### src/hw/rtl/mphf_pkg.sv
// shared constants and types for the masked pixel hole fill block
// no dependencies; imported by every module of the block
package mphf_pkg;

  localparam int DEF_MAX_WIDTH     = 64;
  localparam int DEF_MAX_HEIGHT    = 48;
  localparam int DEF_WINDOW_FRAMES = 5;
  localparam int DEF_FRAME_SLOTS   = 6;
  localparam int DEF_QUEUE_DEPTH   = 4;

  localparam int CHAN_W       = 8;
  localparam int WIDTH_REG_W  = 7;
  localparam int HEIGHT_REG_W = 6;
  localparam int CFG_DATA_W   = 7;
  localparam int CFG_IDX_W    = 1;

  localparam logic [CFG_IDX_W-1:0] CFG_IDX_WIDTH  = 1'b0;
  localparam logic [CFG_IDX_W-1:0] CFG_IDX_HEIGHT = 1'b1;

  localparam logic [WIDTH_REG_W-1:0]  WIDTH_RESET  = 7'd64;
  localparam logic [HEIGHT_REG_W-1:0] HEIGHT_RESET = 6'd48;

  // stored pixel: colour plus presence flag
  typedef struct packed {
    logic              present;
    logic [CHAN_W-1:0] blue;
    logic [CHAN_W-1:0] green;
    logic [CHAN_W-1:0] red;
  } pixel_t;

endpackage

### src/hw/rtl/mphf_front.sv
// front part: config registers, raster position counters, ring slot and
// readiness tagging of each accepted item; depends on mphf_pkg
module mphf_front import mphf_pkg::*; #(
  parameter int MAX_WIDTH     = DEF_MAX_WIDTH,
  parameter int MAX_HEIGHT    = DEF_MAX_HEIGHT,
  parameter int WINDOW_FRAMES = DEF_WINDOW_FRAMES,
  parameter int FRAME_SLOTS   = DEF_FRAME_SLOTS,
  parameter int COL_W         = $clog2(MAX_WIDTH),
  parameter int ROW_W         = $clog2(MAX_HEIGHT),
  parameter int SLOT_W        = $clog2(FRAME_SLOTS),
  parameter int WU_W          = $clog2(MAX_WIDTH + 1),
  parameter int HU_W          = $clog2(MAX_HEIGHT + 1)
) (
  input  logic                  clk,
  input  logic                  rst,
  input  logic                  cfg_wr_en,
  input  logic [CFG_IDX_W-1:0]  cfg_index,
  input  logic [CFG_DATA_W-1:0] cfg_data,
  input  logic                  in_valid,
  output logic                  in_ready,
  input  logic                  q_full,
  input  logic                  clear_busy,
  output logic                  push,
  output logic [COL_W-1:0]      item_col,
  output logic [ROW_W-1:0]      item_row,
  output logic [SLOT_W-1:0]     item_slot,
  output logic                  item_rdy,
  output logic [WU_W-1:0]       w_use,
  output logic [HU_W-1:0]       h_use
);

  localparam int WIN_BEFORE = (WINDOW_FRAMES - 1) / 2;
  localparam int DELAY      = WINDOW_FRAMES - 1 - WIN_BEFORE + 1;
  localparam int FS_W       = $clog2(DELAY + 1);

  logic [WIDTH_REG_W-1:0]  frame_width;
  logic [HEIGHT_REG_W-1:0] frame_height;
  logic [COL_W-1:0]        column_count;
  logic [ROW_W-1:0]        row_count;
  logic [SLOT_W-1:0]       write_slot;
  logic [FS_W-1:0]         frames_seen;
  logic [COL_W:0]          col_inc;
  logic [ROW_W:0]          row_inc;

  assign in_ready  = !q_full && !clear_busy;
  assign push      = in_valid && in_ready;
  assign item_col  = column_count;
  assign item_row  = row_count;
  assign item_slot = write_slot;
  assign item_rdy  = (32'(frames_seen) == DELAY);
  assign col_inc   = {1'b0, column_count} + 1'b1;
  assign row_inc   = {1'b0, row_count} + 1'b1;

  // out of range sizes clamp to one and to the maximum
  always_comb begin
    if (frame_width == '0) begin
      w_use = WU_W'(1);
    end else if (32'(frame_width) > MAX_WIDTH) begin
      w_use = WU_W'(MAX_WIDTH);
    end else begin
      w_use = WU_W'(frame_width);
    end
    if (frame_height == '0) begin
      h_use = HU_W'(1);
    end else if (32'(frame_height) > MAX_HEIGHT) begin
      h_use = HU_W'(MAX_HEIGHT);
    end else begin
      h_use = HU_W'(frame_height);
    end
  end

  always_ff @(posedge clk) begin
    if (rst) begin
      frame_width  <= WIDTH_RESET;
      frame_height <= HEIGHT_RESET;
    end else if (cfg_wr_en) begin
      if (cfg_index == CFG_IDX_WIDTH) begin
        frame_width <= cfg_data;
      end else if (cfg_index == CFG_IDX_HEIGHT) begin
        frame_height <= cfg_data[HEIGHT_REG_W-1:0];
      end
    end
  end

  always_ff @(posedge clk) begin
    if (rst) begin
      column_count <= '0;
      row_count    <= '0;
      write_slot   <= '0;
      frames_seen  <= '0;
    end else if (push) begin
      if (32'(col_inc) >= 32'(w_use)) begin
        column_count <= '0;
        if (32'(row_inc) >= 32'(h_use)) begin
          row_count  <= '0;
          write_slot <= (32'(write_slot) == FRAME_SLOTS - 1) ? '0 : write_slot + 1'b1;
          if (32'(frames_seen) < DELAY) begin
            frames_seen <= frames_seen + 1'b1;
          end
        end else begin
          row_count <= row_inc[ROW_W-1:0];
        end
      end else begin
        column_count <= col_inc[COL_W-1:0];
      end
    end
  end

endmodule

### config.mk
export PLATFORM = sky130hd
export DESIGN_NAME = mphf_front
export DESIGN_NICKNAME = d
export VERILOG_FILES = /design/src/hw/rtl/mphf_pkg.sv /design/src/hw/rtl/mphf_front.sv
export SDC_FILE = /design/constraint.sdc
export NUM_CORES = 1
export LEC_CHECK = 0
export BUFFER_PORTS_ARGS = -buffer_cell sky130_fd_sc_hd__buf_4
export CAP_MARGIN = 40
export CORE_MARGIN = 3
export CORE_UTILIZATION = 35
export CTS_BUF_LIST = sky130_fd_sc_hd__clkbuf_2
export DETAILED_ROUTE_END_ITERATION = 6
export PLACE_DENSITY = 0.6
export SLEW_MARGIN = 20
export SYNTH_ARGS = -nofsm -noshare
export SYNTH_HDL_FRONTEND = slang
export SYNTH_SLANG_ARGS = --single-unit
### constraint.sdc
create_clock -name clk -period 7.13 [get_ports clk]
set_clock_uncertainty 0.15 [all_clocks]
set_input_delay 0.713 -clock clk [delete_from_list [all_inputs] [get_ports clk]]
set_output_delay 0.713 -clock clk [all_outputs]
set_load 0.1 [all_outputs]
# After elaboration in Yosys (flattened, before gate mapping)

Cells that the tools add are included.

Register bits: 30
Word-level logic and storage cells: 36
Input port bits: 14
Output and inout bits: 31

Bitwise gates (word level): 1
Eq/ne operators: 2
Reduce and logical (&&, ||, !) cells: 11
Magnitude comparators: 5
Multiplexer cells: 7
$add $sub $neg: 4

Operator list:

| operator            | count |
|---|---|
| $mux 6              | 4 |
| $add 6x1->7 const B | 2 |
| $mux 7              | 2 |
| $ge 7x6->1          | 1 |
| $ge 7x7->1          | 1 |
| $gt 7x7->1 const B  | 1 |
| $logic_not 7->1     | 1 |
| $gt 6x6->1 const B  | 1 |
| $logic_not 6->1     | 1 |
| $reduce_and 2->1    | 3 |
| $reduce_and 4->1    | 1 |
| $add 3x1->3 const B | 1 |
| $eq 3x3->1 const B  | 1 |
| $mux 3              | 1 |
| $reduce_and 3->1    | 1 |
| $add 2x1->2 const B | 1 |
| $eq 2x2->1 const B  | 1 |
| $logic_and 1x1->1   | 2 |
| $logic_not 1->1     | 2 |
| $lt 2x2->1 const B  | 1 |
| $not 1->1           | 1 |

# Logic depth before layout (Yosys ltp)

Depth in word-level cells: 5
Depth in mapped cells: 11
Mapped depth without buffers: 10

# Least setup slack after synthesis

Ideal clock, no wire load.

Path kind: input to output
Start: in clear_busy
End: out push
Data required time: 6.267 ns
Slack: 2.955 ns
Cell stages on the path: 3
Path buffers: 0
Arrival: 3.312 ns
Path through: nor2_1 -> nand2_1 -> inv_1

Word-level cells in the longest chain between the ends: 3

RTL lines:

| item              | RTL line         | source |
|---|---|---|
| from (decl)       | mphf_front.sv:22 | `input logic clear_busy,` |
| $logic_not 1->1   | mphf_front.sv:45 | `assign in_ready = !q_full && !clear_busy;` |
| $logic_and 1x1->1 | mphf_front.sv:45 |  |
| $logic_and 1x1->1 | mphf_front.sv:46 | `assign push = in_valid && in_ready;` |
| to (decl)         | mphf_front.sv:23 | `output logic push,` |

No other way between the ends.

# Worst setup path after layout

Start: reg column_count[0] (netlist: item_col[0])
End: reg row_count[3] (netlist: item_row[3])

Word-level cells in the longest chain between the ends: 3

RTL lines:

| item                              | RTL line          | source |
|---|---|---|
| from (decl)                       | mphf_front.sv:38  | `logic [COL_W-1:0] column_count;` |
| from (signal assigned)            | mphf_front.sv:104 | `column_count <= col_inc[COL_W-1:0];` |
| $add 6x1->7                       | mphf_front.sv:51  | `assign col_inc = {1'b0, column_count} + 1'b1;` |
| $ge 7x7->1                        | mphf_front.sv:92  | `if (32'(col_inc) >= 32'(w_use)) begin` |
| $reduce_and 2->1 (no source line) | -                 |  |
| to (signal assigned)              | mphf_front.sv:101 | `row_count <= row_inc[ROW_W-1:0];` |
| to (decl)                         | mphf_front.sv:39  | `logic [ROW_W-1:0] row_count;` |

No other way between the ends.
A chain may end at the register's enable or synchronous reset.

==> impl_results.md <==
* Outcome: completed
* Synth cell count leaders: dfxtp_1, nand2_1, nor2_1
* Fin. Hold Viols at 0
* Vias in the first global route at 1520
* CP peak stage delay at between 0.4 and 0.5 ns
* H-tree levels at 2
* Final period util at 40.04%
* Synth top area cells: dfxtp_1, ha_1, nand2_1, mux2i_1, nand3_1
* Routed wire length per instance at around 12 um
* Initial Util at a little over a third
* GP Congestion at around 0.81
* Fillers at slightly above 500
* VDD IR max at around 0.000089 V
* Largest net degree at the start of global routing at 29
* Crit. End Element: register
* WHS at 0.3360 ns
* Num Clock Sinks at 30
* Top Ports at 45
* Die Wd at 76.77 um
* Nets@finish at 285
* Core area at around 4800 um2
* Synthesized area per cell at 8.230 um2
* Via density per instance at about 4.9
* DIE AREA at 5894 um2
* XOR/XNOR Fraction of Synth Area at about 7.5%
* First-pass GRT wire length at approximately 7 mm
* Initial antenna violation count at 0
* CTS resizes at 0
* Post-synthesis mux area share at under 10%
* Slew HR at 69.75%
* Tmin final at 2.855 ns
* Post-CTS setup buffer count at 0
* Leak pwr at 0.001102 uW
* Post-synthesis cell count at between 200 and 250
* Routed vias at 1574
* CP required at slightly above 7 ns
* Largest family of logic cells by synthesized area: simple AND/OR/NAND/NOR gates
* Synthesis-to-finish area growth at 25.34%
* Netlist cell types at 35
* Most numerous cell in the Yosys netlist: dfxtp_1
* Total Routed Length at between 3 and 4 mm
* Max_cap viols at 0
* CTS Root Cell: clkbuf_2
* Setup CP Type: reg -> reg
* Setup crit start kind: register
* Hold Buf Count CTS at 0
* Max Transition Viols Final at 0
* GRT Overall Usage at roughly 14%
* Port Buffers at 44
* PD cells at 161.7 nW/um2
* Fraction of layout instances using a drive strength above 1 at 23.83%
* Unrepaired setup endpoints after global routing: false
* Cell Area, Synth at between 1500 and 2000 um2
* Post-synthesis adder-cell area fraction at 11.42%
* Simple-Gate Fraction of Synth Area at 21.70%
* Chip height at between 70 and 80 um
* # setup viols final at 0
* Syn. warnings at 0
* Clk slew on worst S/H paths at between 0.15 and 0.2 ns
* Cell mode on critical path: ha_1
* Synth Area in Compound Gates at approximately an eighth
* Number of flops mapped to enable cells by yosys at 0
* Setup TNS at 0 ns
* Core Rows at 25
* Cell breakdown of the critical path: ha_1 > nand3_1 > xnor2_1 > ha_1 > a21oi_1 > o21ai_0 > a21oi_2 > nor2_1 > buf_4 > a21boi_0 > o32ai_1
* Hold crit path type: reg -> reg
* Top FF cell, synth: dfxtp_1
* Drt pass-1 iters at 5
* Asr flop ratio synth at 0%
* CTS buffer count at 5
* Place WS at approximately 4.2 ns
* Max Freq at between 0.3 and 0.4 GHz
* CTS Buffer Depth at 2
* Post-route antenna net violation count at 0
* Register area share after synthesis at 34.26%
* Clk Latency, worst-skew pair at roughly 0.37 ns
* Synth top area share at 34.26%
* # DRC at 0
* Synth Register Bits at 30
* Measured slew at the worst slew-check pin at between 0.4 and 0.5 ns
* HPWL after DPL at 3.063 mm
* Crit path max fanout at 8
* TritonCTS clock tree: yes
* GR Overflow Total at 0
* Worst EP arrival at a little under 3 ns
* Crit path max-delay cell type: dfxtp_1
* N_diodes at 0
* Yosys top cell by area: dfxtp_1
* Syn_nets at between 200 and 250
* Setup ws final at 4.275 ns
* DRC violation total after the first TritonRoute iteration at ~120
==> worst max-delay path, delay by kind of cell (launching register included) <==
| kind | cells | cell delay, ns |
|---|---|---|
| xor+xnor | 1 | 0.16 |
| fa+ha+maj | 2 | 0.52 |
| compound gates | 5 | 0.70 |
| flops | 1 | 0.44 |
| buf+inv | 1 | 0.24 |
| simple gates | 2 | 0.53 |
==> path summary, 6_finish.rpt <==
kind                            depth (start not counted)              end       startpoint  slack [ns]
worst max-delay path                                   11      item_row[3]      item_col[0]        4.27
worst max register to register                         11      item_row[3]      item_col[0]        4.27
worst min-delay path                                    2  frame_height[0]  frame_height[0]        0.34
worst min register to register                          2  frame_height[0]  frame_height[0]        0.34
==> layout by cell type (no fill, tap or decap), drive strengths merged, types with 2 or more instances in the layout <==
| cell type | n |
|---|---|
| and3 | 3 |
| clkinv | 2 |
| nand3 | 17 |
| inv | 17 |
| xor2 | 6 |
| xnor2 | 9 |
| nor3 | 9 |
| nand2 | 28 |
| clkbuf | 5 |
| a21oi | 12 |
| nor2b | 2 |
| o21ai | 6 |
| dfxtp | 30 |
| o21a | 4 |
| buf | 45 |
| o32ai | 3 |
| a21o | 2 |
| nand2b | 2 |
| mux2i | 9 |
| nor2 | 18 |
| ha | 16 |
==> metal layers <==
layer	share of wire, %	global-route usage (%)
met5	0	0
met4	1.8	5.616
met3	5.6	3.638
met2	46	23.52
met1	47	17.22
==> cells by family after synthesis <==
group                      Yosys count
and+or+nand+nor                     83
xor gates and xnor gates            15
muxes                               10
buffers and inverters               27
adders and majority gates           16
DFF                                 30
AOI/OAI and AO/OA                   32
==> sequential cells by signal, indices dropped and copies added (netlist names) <==
name,count
frame_width,7
frame_height,6
item_col,6
item_row,6
item_slot,3
frames_seen,2
==> metrics by stage <==
stage,std cells,utilization [%],total power [uW],instance area [um2]
floorplan,213,-,223.0,1753
global placement,314,44.39,238.2,2125
detailed placement,314,44.39,238.5,2125
CTS,322,45.75,360.7,2190
global route,323,45.91,372.0,2197
finish,323,45.91,355.2,2197
==> area by class of cell <==
cell class | instances | area (um2) | area share, %
repair buffers | 45 | 337.8 | 15.38
well taps | 67 | 83.83 | 3.815
clock inverters | 3 | 40.04 | 1.822
clock buffers | 5 | 25.02 | 1.139
flip-flops and latches | 30 | 600.6 | 27.33
multi-input cells | 156 | 1046 | 47.61
inverters | 17 | 63.81 | 2.904
==> where the power goes <==
part           switching [uW]  leakage, uW  total (uW)  internal, uW
logic                    41.9     0.000816        58.9          17.0
registers                3.70     0.000244         176           172
clock network            62.4    0.0000427         121          58.3
total                     108      0.00110         355           247
Power figures use the tool's default switching activity.
