**config.mk**
```make
export PLATFORM = sky130hd
export DESIGN_NAME = mphf_queue
export DESIGN_NICKNAME = d
export VERILOG_FILES = /design/src/hw/rtl/mphf_pkg.sv /design/src/hw/rtl/mphf_queue.sv
export SDC_FILE = /design/constraint.sdc
export NUM_CORES = 1
export LEC_CHECK = 0
export ABC_AREA = 1
export BUFFER_PORTS_ARGS = -buffer_cell sky130_fd_sc_hd__clkbuf_2
export CELL_PAD_IN_SITES_DETAIL_PLACEMENT = 0
export CELL_PAD_IN_SITES_GLOBAL_PLACEMENT = 1
export CORE_MARGIN = 5
export CORE_UTILIZATION = 50
export CTS_CLUSTER_SIZE = 20
export DETAILED_ROUTE_END_ITERATION = 10
export PLACE_DENSITY = 0.85
export SLEW_MARGIN = 20
export SYNTH_ARGS = -nofsm -noshare
export SYNTH_HDL_FRONTEND = slang
export SYNTH_SLANG_ARGS = --single-unit
```
**constraint.sdc**
```tcl
create_clock -name clk -period 3.04 [get_ports clk]
set_input_delay 0.304 -clock clk [delete_from_list [all_inputs] [get_ports clk]]
set_output_delay 0.304 -clock clk [all_outputs]
set_load 0.02 [all_outputs]
```
**src/hw/rtl/mphf_pkg.sv**
```systemverilog
// shared constants and types for the masked pixel hole fill block
// no dependencies; imported by every module of the block
package mphf_pkg;

  localparam int DEF_MAX_WIDTH     = 64;
  localparam int DEF_MAX_HEIGHT    = 48;
  localparam int DEF_WINDOW_FRAMES = 5;
  localparam int DEF_FRAME_SLOTS   = 6;
  localparam int DEF_QUEUE_DEPTH   = 4;

  localparam int CHAN_W       = 8;
  localparam int WIDTH_REG_W  = 7;
  localparam int HEIGHT_REG_W = 6;
  localparam int CFG_DATA_W   = 7;
  localparam int CFG_IDX_W    = 1;

  localparam logic [CFG_IDX_W-1:0] CFG_IDX_WIDTH  = 1'b0;
  localparam logic [CFG_IDX_W-1:0] CFG_IDX_HEIGHT = 1'b1;

  localparam logic [WIDTH_REG_W-1:0]  WIDTH_RESET  = 7'd64;
  localparam logic [HEIGHT_REG_W-1:0] HEIGHT_RESET = 6'd48;

  // stored pixel: colour plus presence flag
  typedef struct packed {
    logic              present;
    logic [CHAN_W-1:0] blue;
    logic [CHAN_W-1:0] green;
    logic [CHAN_W-1:0] red;
  } pixel_t;

endpackage

```
**src/hw/rtl/mphf_queue.sv**
```systemverilog
// small fifo between the front and back parts of the hole fill block
// depends on mphf_pkg
module mphf_queue import mphf_pkg::*; #(
  parameter int WIDTH = 32,
  parameter int DEPTH = DEF_QUEUE_DEPTH
) (
  input  logic             clk,
  input  logic             rst,
  input  logic             push,
  input  logic [WIDTH-1:0] push_data,
  output logic             full,
  input  logic             pop,
  output logic             head_valid,
  output logic [WIDTH-1:0] head_data
);

  localparam int PTR_W = (DEPTH > 1) ? $clog2(DEPTH) : 1;
  localparam int CNT_W = $clog2(DEPTH + 1);

  logic [WIDTH-1:0] slots [DEPTH];
  logic [PTR_W-1:0] wr_ptr;
  logic [PTR_W-1:0] rd_ptr;
  logic [CNT_W-1:0] count;

  assign full       = (32'(count) == DEPTH);
  assign head_valid = (count != '0);
  assign head_data  = slots[rd_ptr];

  always_ff @(posedge clk) begin
    if (push) begin
      slots[wr_ptr] <= push_data;
    end
  end

  always_ff @(posedge clk) begin
    if (rst) begin
      wr_ptr <= '0;
      rd_ptr <= '0;
      count  <= '0;
    end else begin
      if (push) begin
        wr_ptr <= (32'(wr_ptr) == DEPTH - 1) ? '0 : wr_ptr + 1'b1;
      end
      if (pop) begin
        rd_ptr <= (32'(rd_ptr) == DEPTH - 1) ? '0 : rd_ptr + 1'b1;
      end
      if (push && !pop) begin
        count <= count + 1'b1;
      end else if (pop && !push) begin
        count <= count - 1'b1;
      end
    end
  end

endmodule

```
# After elaboration in Yosys (flattened, before gate mapping)
# Memories as Yosys holds them, arrays and structs flattened. A register that Yosys moved wholly into a read port is not among the register bits.
# Cells that the tools add are included.
[totals]
ramBits = 128
output_inout_bits = 34
input_bits = 36
mem_count = 1
elab_cells = 25
reg_bits = 7
[mem_list]
columns = ["memory", "words", "width", "read_ports", "rd_ports_with_merged_regs", "write_ports", "line", "rtl"]
rows = [
  ["slots", 4, 32, 1, 1, 1, "mphf_queue.sv:20", "logic [WIDTH-1:0] slots [DEPTH];"],
]
[op_classes]
n_reduce_logical = 6
n_mux = 8
eq_ne = 3
n_addsub = 4
[op_table]
columns = ["operator", "count"]
rows = [
  ["2-bit 2-to-1 mux", 4],
  ["3-bit 2-to-1 mux", 2],
  ["2-bit by 1-bit adder with 2-bit output, second input constant", 2],
  ["2-bit equality test, second input constant", 2],
  ["3-bit by 1-bit adder with 3-bit output, second input constant", 1],
  ["3-bit equality test, second input constant", 1],
  ["3-bit nonzero test", 1],
  ["3-bit by 1-bit subtractor with 3-bit output, second input constant", 1],
  ["1-bit logical AND", 2],
  ["1-bit zero test", 2],
  ["1-bit 2-to-1 mux", 2],
  ["2-bit nonzero test", 1],
]

# Logic depth before layout (Yosys ltp)
# Gate-level depths: netlist (run 1).
[depth]
depth_word = 4
ltp_mapped = 10

# Least setup slack after synthesis (run 1)
# OpenSTA, ideal clock, no wires.
[synth_timing]
path_kind = "reg-to-reg"
startpoint = "reg wr_ptr[0]"
endpoint = "mem slots[3][0] (enable)"
setup_slack_ns = 1.430
stages_incl_launch_ff = 4
synth_period_minus_slack_ns = 1.610
n_path_buf = 0
arrival_time_ns = 1.223
cell_sequence = "dfxtp_1 > ha_1 > nand2_1 > inv_1"
[synth_lines]
columns = ["item", "line", "rtl"]
rows = [
  ["start: declaration", "mphf_queue.sv:21", "logic [PTR_W-1:0] wr_ptr;"],
  ["start signal: assignment", "mphf_queue.sv:42", "wr_ptr <= (32'(wr_ptr) == DEPTH - 1) ? '0 : wr_ptr + 1'b1;"],
  ["end: declaration", "mphf_queue.sv:20", ""],
]
# No word-level cell before the write port.

==> results.cfg, run 1 <==
[cts]
clock_latency_ns = 0.51
cts_tree = built
cts_made_buffers = 17
clk_pin_slew_ns = 0.06
cts_resized = 0
cts.sinks = 137
htreeDepth = 4
clockBufferDepth = 2
cts_setup_buffers = 0
clockRootBuffer = clkbuf_8

[final_layout]
area.growth.synth_to_final_pct = 23.34
stdcell_count = 616
nets = 510
postLayoutCoreUtil = 0.6286
drive_gt1_frac = 0.2271
diodes = 0

[outcome]
outcome = finished clean

[placed_design]
place_inst = 561
dpl.hpwl_mm = 5.629
gp_congestion = 0.7396
numPortBuffers = 69
preCtsSetupSlack_ns = 1.067

[yosys]
syn_avg_cell_area_sq_um = 14.19
yosysWarnings = 0
syn_area_sq_um = 5238
syn_inst = 369
synth_fp_nets = 412
yosys.area.top_type = edfxtp_1
synth.top_cell.area_share = 0.7339
yosysSeqAreaShare = 0.7683
ys_types = 21
ys_ff_latch = 137
synthTopCellsByArea = edfxtp_1 (73%), nor2_1 (5.2%), o22ai_1 (3.8%)

[hold_path]
hold_class = in2reg
hold_depth = 1

[timing]
max_slew_margin = 0.5541
worst_hold_slack_ns = 0.02326
setup_viol = 0
finClkSkew_ns = 0.01020
worst_slack_ns = 0.5336
hold_violations = 0
rsz0062_at_grt = false
fin_tns_setup_ns = 0
finalMaxSlewViolations = 0
period_share = 0.8245
worstMarginPinSlew_ns = 0.6688
clock.fmax_ghz = 0.3990
period_needed_ns = 2.506

[drt]
totalWireLength_mm = 10.05
viasPerCell = 5.188
drt_pass1_iterations = 4
post-route-drc-count = 0
drt_iter0_markers = 228
wl_per_cell_um = 16.31
dr_total_vias = 3196
drtAntennaViolNets = 0

[global_routing]
grt_util_met2 = 0.2785
top_usage_layer = met2
grt_util_met1 = 0.2019
met3_usage = 0.05768
grt_max_degree = 66
grt_pass1_vias = 3261
overflow = 0
grt.total_usage = 0.1676
grt_pass1_wl_mm = 16.28
antenna_found_initial = 0

[pwr]
worst_ir_drop_vdd_mv = 0.4102
p_sw_uw = 1107
combPwrFrac = 0.102
p_leak_uw = 0.002387
pwr_density_cell_nw_per_um2 = 722.9
p_seq_frac = 0.467
p_int_uw = 3563
p_sw_frac = 0.2370
power_frac_clock = 0.430

[worst_setup_path]
cp.required_ns = 2.74
critPathBufInv = 3
cp_slowest_cell = buf_4
crit_path_start_kind = register
r2r_cells = 4
critPathArrivalTime_ns = 2.20
crit_chain = buf_4 > inv_8 > o21ai_0 > o22ai_1 > clkbuf_2
endpoint_kind = primary output
path_delay_family = buffers and inverters
path_class = reg2out
worst-r2r-setup-slack_ns = 1.20
crit_cells = 5
cp_max_fo = 65
slowest_delay_ns = 0.53

[floorplan]
dieArea_sq_um = 12620
core-area_sq_um = 10280
rows = 37
dieHeight_um = 112.3
initial_core_util = 0.5096
die_w_um = 112.3
ios = 70

[job]
drv_cap = 0
## layer usage
layer	part of all wire	wire length (um)
met1	0.42	4227
met2	0.51	5153
met5	0	0
met4	0.011	108
met3	0.055	557
## sequential cells by signal (all words and copies together) (netlist names), named ones only
register,cells
count,3
slots,128
wr_ptr,2
rd_ptr,2
## cell type report
cell class / count / area, sq um
tap: 136 / 170.2
fill: 792 / 3817
inverter: 16 / 67.56
sequential: 137 / 4025
clock buffer: 18 / 417.9
timing repair buffer: 98 / 620.6
clock inverter: 14 / 170.2
multi-input combinational: 197 / 988.4
## cells in the final DEF (no fill, tap or decap), drive strengths merged, types with 3 or more instances in the layout
master       Yosys  final
clkinvlp         0      4
nor2            73     73
o22ai           32     32
clkinv           0      4
dlygate4sd3      0     23
dfxtp            9      9
buf             18      6
a21oi            3      3
clkbuf           1     87
nor3             3      3
o21ai           67     67
ha               6      6
inv             16     19
edfxtp         128    128
nand2            9      9
bufinv           0      3
## Yosys cell counts (all sizes together)
master  count
a21oi       3
buf        18
clkbuf      1
dfxtp       9
edfxtp    128
fa          1
ha          6
inv        16
nand2       9
nand3       1
nand4       1
nor2       73
nor3        3
o21ai      67
o22ai      32
xor2        1
## power groups by stage
stage          Combinational [uW]  Sequential [uW]  Clock (uW)
3_5_place_dp                  460             2220           0
3_3_place_gp                  450             2220           0
2_1_floorplan                 311             2210           0
5_1_grt                       530             2190        2150
4_1_cts                       485             2180        2050
6_report                      478             2180        2010
## cells by family (layout without fill, tap and decap cells)
logic type,count (synthesis),count (layout),synth area share
flip-flops,137,137,0.7683
AO/OA/AOI/OAI,102,102,0.1051
AND/OR/NAND/NOR,87,87,0.06378
buffers and inverters,35,146,0.04300
adder cells (fa/ha/maj),7,7,0.01816
XOR/XNOR,1,1,0.001673
## per-stage QoR
stage                     power [uW]  area (sq um)
after detailed placement        2683          5642
after global placement          2670          5642
final                           4670          6460
after CTS                       4714          6460
after floorplan                 2524          5238
after global routing            4865          6460
## final timing paths
path,start,to
worst max register to register,wr_ptr[0],slots[3][28]
worst min-delay path,push_data[5],slots[1][5]
worst max-delay path,register,head_data[24]
worst min register to register,wr_ptr[1],wr_ptr[1]
## repair_timing
action / in CTS / in global routing
hold endpoints to repair: 81 / 0
endpoints found under the setup margin: 0 / 0
hold buffers: 23 / 0
Power figures use the tool's default switching activity.
==> run 2, diff against run 1 <==
CORE_UTILIZATION = 42   (was 50)
PLACE_DENSITY = 0.76   (was 0.85)
clock period = 2.21 ns   (was 3.04 ns; I/O delays follow)
==> results.cfg, run 2 (same netlist as run 1, synthesis figures left out) <==
[outcome]
outcome = finished clean

[worst_setup_path]
crit_end = head_data[6]
worst-r2r-setup-slack_ns = 0.43
worstReg2RegStart = wr_ptr[1]
endpoint_kind = primary output
r2r_cells = 5
critPathArrivalTime_ns = 1.76
cp_max_fo = 23
r2r-end = slots[1][10]
crit_path_start_kind = register
path_class = reg2out
cp.required_ns = 1.99

[cts]
cts_tree = built
clockRootBuffer = clkbuf_16
cts.sinks = 137
clockBufferDepth = 2
clock_latency_ns = 0.41
cts_setup_buffers = 0
htreeDepth = 4
cts_made_buffers = 17
clk_pin_slew_ns = 0.05

[floorplan]
rows = 40
core-area_sq_um = 12110
dieHeight_um = 121.7
ios = 70
dieArea_sq_um = 14800
initial_core_util = 0.4324
die_w_um = 121.7

[final_layout]
largest_register = slots
layout_commonest_cell = edfxtp_1
multi_input_area_sq_um = 988.4
register_area_sq_um = 4029
fillers = 1046
layout_common_cells = edfxtp_1 (128), nor2_1 (73), clkbuf_2 (69), o21ai_0 (39), o22ai_1 (32)
nets = 493
area.growth.synth_to_final_pct = 22.26
drive_gt1_frac = 0.2364
largest_register_ffs = 128
stdcell_count = 629
largestRegisters = slots: 128 flops, count: 3 flops
diodes = 0

[hold_path]
hold_class = in2reg

[job]
drv_cap = 0

[timing]
period_share = 0.8955
worstMarginPinSlew_ns = 0.5890
max_slew_margin = 0.6049
finalMaxSlewViolations = 0
fin_tns_setup_ns = 0
hold_violations = 0
setup_viol = 0
finClkSkew_ns = 0.01259
rsz0062_at_grt = false
clock.fmax_ghz = 0.5053
period_needed_ns = 1.979

[global_routing]
antenna_found_initial = 0
grt.total_usage = 0.1495
overflow = 0
grt_pass1_wl_mm = 16.54
grt_pass1_vias = 3155
grt_max_degree = 65

[pwr]
pwr_density_cell_nw_per_um2 = 1047
p_leak_uw = 0.002336
worst_ir_drop_vdd_mv = 0.4468

[drt]
totalWireLength_mm = 10.59
dr_total_vias = 3126
viasPerCell = 4.970
drt_iter0_markers = 240
drtAntennaViolNets = 0
wl_per_cell_um = 16.83
drt_pass1_iterations = 4
post-route-drc-count = 0

[placed_design]
numPortBuffers = 69
dpl.hpwl_mm = 6.552
place_inst = 599
gp_congestion = 0.7793
## run 2: changes by cell type in the layout (fill, tap and decap cells not counted), moves of 3 or more
cell and change:
bufinv_16 +3, clkinvlp_4 -3, buf_12 +3, buf_4 +3, dlygate4sd3_1 -23, clkinv_1 +7
inv_1 -3, clkinv_2 -3, inv_6 -4
## run 2: worst max-delay path: stages, from the launching register on
cell and delay (ns):
dfxtp_2 0.44, buf_4 0.31, o21ai_0 0.16, o22ai_1 0.23
clkbuf_2 0.21
## run 2: timing repair
item | CTS | global route
setup endpoints to repair | 0 | 9
resized for setup | 0 | 2
hold buffers | 0 | 0
## run 2: how the worst min path moves through the flow
| stage | from | endpoint | cells after the start |
|---|---|---|---|
| floorplan | rst | count[0] | 1 |
| global placement | push_data[28] | slots[2][28] | 1 |
| detailed placement | push_data[17] | slots[3][17] | 1 |
| CTS | rst | count[0] | 2 |
| global route | push_data[25] | slots[0][25] | 1 |
| finish | push_data[17] | slots[3][17] | 1 |
## run 2: power by group
| group | internal [uW] | switching (uW) | leakage (uW) |
|---|---|---|---|
| clock network | 2090 | 958 | 0.000303 |
| registers | 2960 | 48.9 | 0.00125 |
| logic | 207 | 441 | 0.000782 |
| total | 5250 | 1450 | 0.00234 |
## run 2: stage by stage
step	worst slack (ns)	utilization	hold WS (ns)	power, uW	area, sq um
2_1_floorplan	0.6003	-	0.2934	3472	5238
3_3_place_gp	0.4469	0.4759	0.4413	3705	5764
3_5_place_dp	0.3915	0.4759	0.4474	3721	5764
4_1_cts	0.04280	0.5284	0.02085	6760	6400
5_1_grt	0.07310	0.5287	0.02646	6971	6404
6_report	0.2310	0.5287	0.03384	6702	6404
## run 2: per-layer routing
metal  vias to the layer above  wire length, um  part of all wire  global-route usage
met3                         4              602             0.057             0.05246
met2                        74             5200              0.49              0.2390
li1                       1522                -                 -                   -
met4                         0               70            0.0066             0.05252
met1                      1526             4715              0.45              0.1897
met5                         -                0                 0                   0
## run 2: final cells by class
cell class,instances,area share
Inverter,16,0.01055
Sequential cell,137,0.6292
Timing Repair Buffer,81,0.07386
Clock buffer,19,0.06760
Clock inverter,11,0.03165
Tap cell,168,0.03283
Multi-Input combinational cell,197,0.1544
==> run 3, diff against run 2 <==
BUFFER_PORTS_ARGS = -buffer_cell sky130_fd_sc_hd__buf_2   (was -buffer_cell sky130_fd_sc_hd__clkbuf_2)
CTS_BUF_LIST = sky130_fd_sc_hd__clkbuf_16   (was not set)
==> results.cfg, run 3 (same netlist as run 1, synthesis figures left out) <==
[worst_setup_path]
cp.required_ns = 1.99
crit_cells = 4
r2r-end = slots[2][27]
critPathBufInv = 2
worst-r2r-setup-slack_ns = 0.61
crit_path_start_kind = register
cp_max_fo = 32
crit_end = head_data[22]
path_delay_family = buffers and inverters
worstReg2RegStart = wr_ptr[0]
crit_chain = buf_4 > o21ai_0 > o22ai_1 > buf_2
slowest_delay_ns = 0.34
critPathArrivalTime_ns = 1.75
cp_slowest_cell = dfxtp_1
r2r_cells = 5
path_class = reg2out
endpoint_kind = primary output

[timing]
clock.fmax_ghz = 0.5076
worstMarginPinSlew_ns = 0.3882
rsz0062_at_grt = false
period_share = 0.8915
setup_viol = 0
max_slew_margin = 0.7396
finalMaxSlewViolations = 0
finClkSkew_ns = 0.005398
hold_violations = 0
fin_tns_setup_ns = 0
period_needed_ns = 1.970

[drt]
drtAntennaViolNets = 0
drt_pass1_iterations = 4
dr_total_vias = 3128
drt_iter0_markers = 233
post-route-drc-count = 0
totalWireLength_mm = 10.30
wl_per_cell_um = 16.33
viasPerCell = 4.957

[final_layout]
layout_common_cells = edfxtp_1 (128), nor2_1 (73), buf_2 (69), o21ai_0 (39), o22ai_1 (32)
layout_commonest_cell = edfxtp_1
nets = 494
drive_gt1_frac = 0.2419
diodes = 0
largestRegisters = slots: 128 flops, count: 3 flops
largest_register = slots
area.growth.synth_to_final_pct = 21.00
multi_input_area_sq_um = 988.4
register_area_sq_um = 4028
largest_register_ffs = 128
fillers = 1050
stdcell_count = 631

[cts]
cts.sinks = 137
clock_latency_ns = 0.41
cts_made_buffers = 17
cts_tree = built
clockBufferDepth = 2
htreeDepth = 4
cts_setup_buffers = 0
clk_pin_slew_ns = 0.05
clockRootBuffer = clkbuf_16

[floorplan]
core-area_sq_um = 12110
dieArea_sq_um = 14800
rows = 40
dieHeight_um = 121.7
initial_core_util = 0.4324
ios = 70
die_w_um = 121.7

[pwr]
pwr_density_cell_nw_per_um2 = 989.0
p_leak_uw = 0.002298
worst_ir_drop_vdd_mv = 0.5687

[global_routing]
grt_pass1_vias = 3122
grt_max_degree = 65
antenna_found_initial = 1
overflow = 0
grt.total_usage = 0.1482
grt_pass1_wl_mm = 16.22

[placed_design]
place_inst = 598
gp_congestion = 0.7184
dpl.hpwl_mm = 6.320
numPortBuffers = 69

[job]
drv_cap = 0

[outcome]
outcome = finished clean

[hold_path]
hold_class = in2reg
run 3: cell count changes in the layout (fill, tap and decap cells not counted), moves of 2 or more:
| cell | previous run | this run |
|---|---|---|
| buf_2 | 0 | 69 |
| bufinv_16 | 6 | 2 |
| clkbuf_1 | 2 | 0 |
| clkbuf_2 | 69 | 0 |
| clkinv_1 | 8 | 5 |
| clkinv_2 | 0 | 5 |
| clkinvlp_4 | 1 | 3 |
| dlygate4sd3_1 | 0 | 2 |
run 3: layer usage:
metal  track usage  up-vias  routed length [um]
met5             0        -                  13
met4       0.05882        2                  95
met3       0.04921       11                 565
met2        0.2342       93                5138
met1        0.1895     1488                4489
li1              -     1534                   -
run 3: metrics by stage:
step | utilization | area, sq um | power [uW] | setup WS (ns) | hold WS [ns]
after floorplan | - | 5238 | 3472 | 0.6003 | 0.2934
after global placement | 0.4753 | 5757 | 3699 | 0.5676 | 0.4319
after detailed placement | 0.4753 | 5757 | 3716 | 0.5324 | 0.4374
after CTS | 0.5230 | 6335 | 6349 | 0.09196 | 0.0008384
after global routing | 0.5232 | 6337 | 6537 | 0.1348 | 0.01445
final | 0.5232 | 6337 | 6268 | 0.2398 | 0.02515
run 3: worst min path at each step:
stage	slack (ns)	from	end	depth (start not counted)
3_5_place_dp	0.44	push_data[26]	slots[1][26]	1
4_1_cts	0.0008	push_data[24]	slots[3][24]	1
5_1_grt	0.01	push_data[21]	slots[0][21]	1
3_3_place_gp	0.43	push_data[26]	slots[1][26]	1
2_1_floorplan	0.29	rst	count[0]	1
6_report	0.03	push_data[24]	slots[3][24]	1
run 3: layout make-up:
| type | instances | share of cell area |
|---|---|---|
| Inverter | 16 | 0.01066 |
| Timing Repair Buffer | 82 | 0.07660 |
| Tap cell | 168 | 0.03317 |
| Clock inverter | 14 | 0.02093 |
| Sequential cell | 137 | 0.6355 |
| Multi-Input combinational cell | 197 | 0.1560 |
| Clock buffer | 17 | 0.06713 |
run 3: what timing repair did:
action                                 in CTS  in global routing
hold buffers                                2                  0
resized for setup                           0                  1
endpoints found under the hold margin       5                  0
setup endpoints to repair                   0                  8
run 3: where the power goes:
part / switching (uW) / total [uW] / internal [uW]
combinational: 437 / 648 / 211
sequential: 46.2 / 3010 / 2960
clock: 978 / 2610 / 1630
total: 1460 / 6270 / 4810
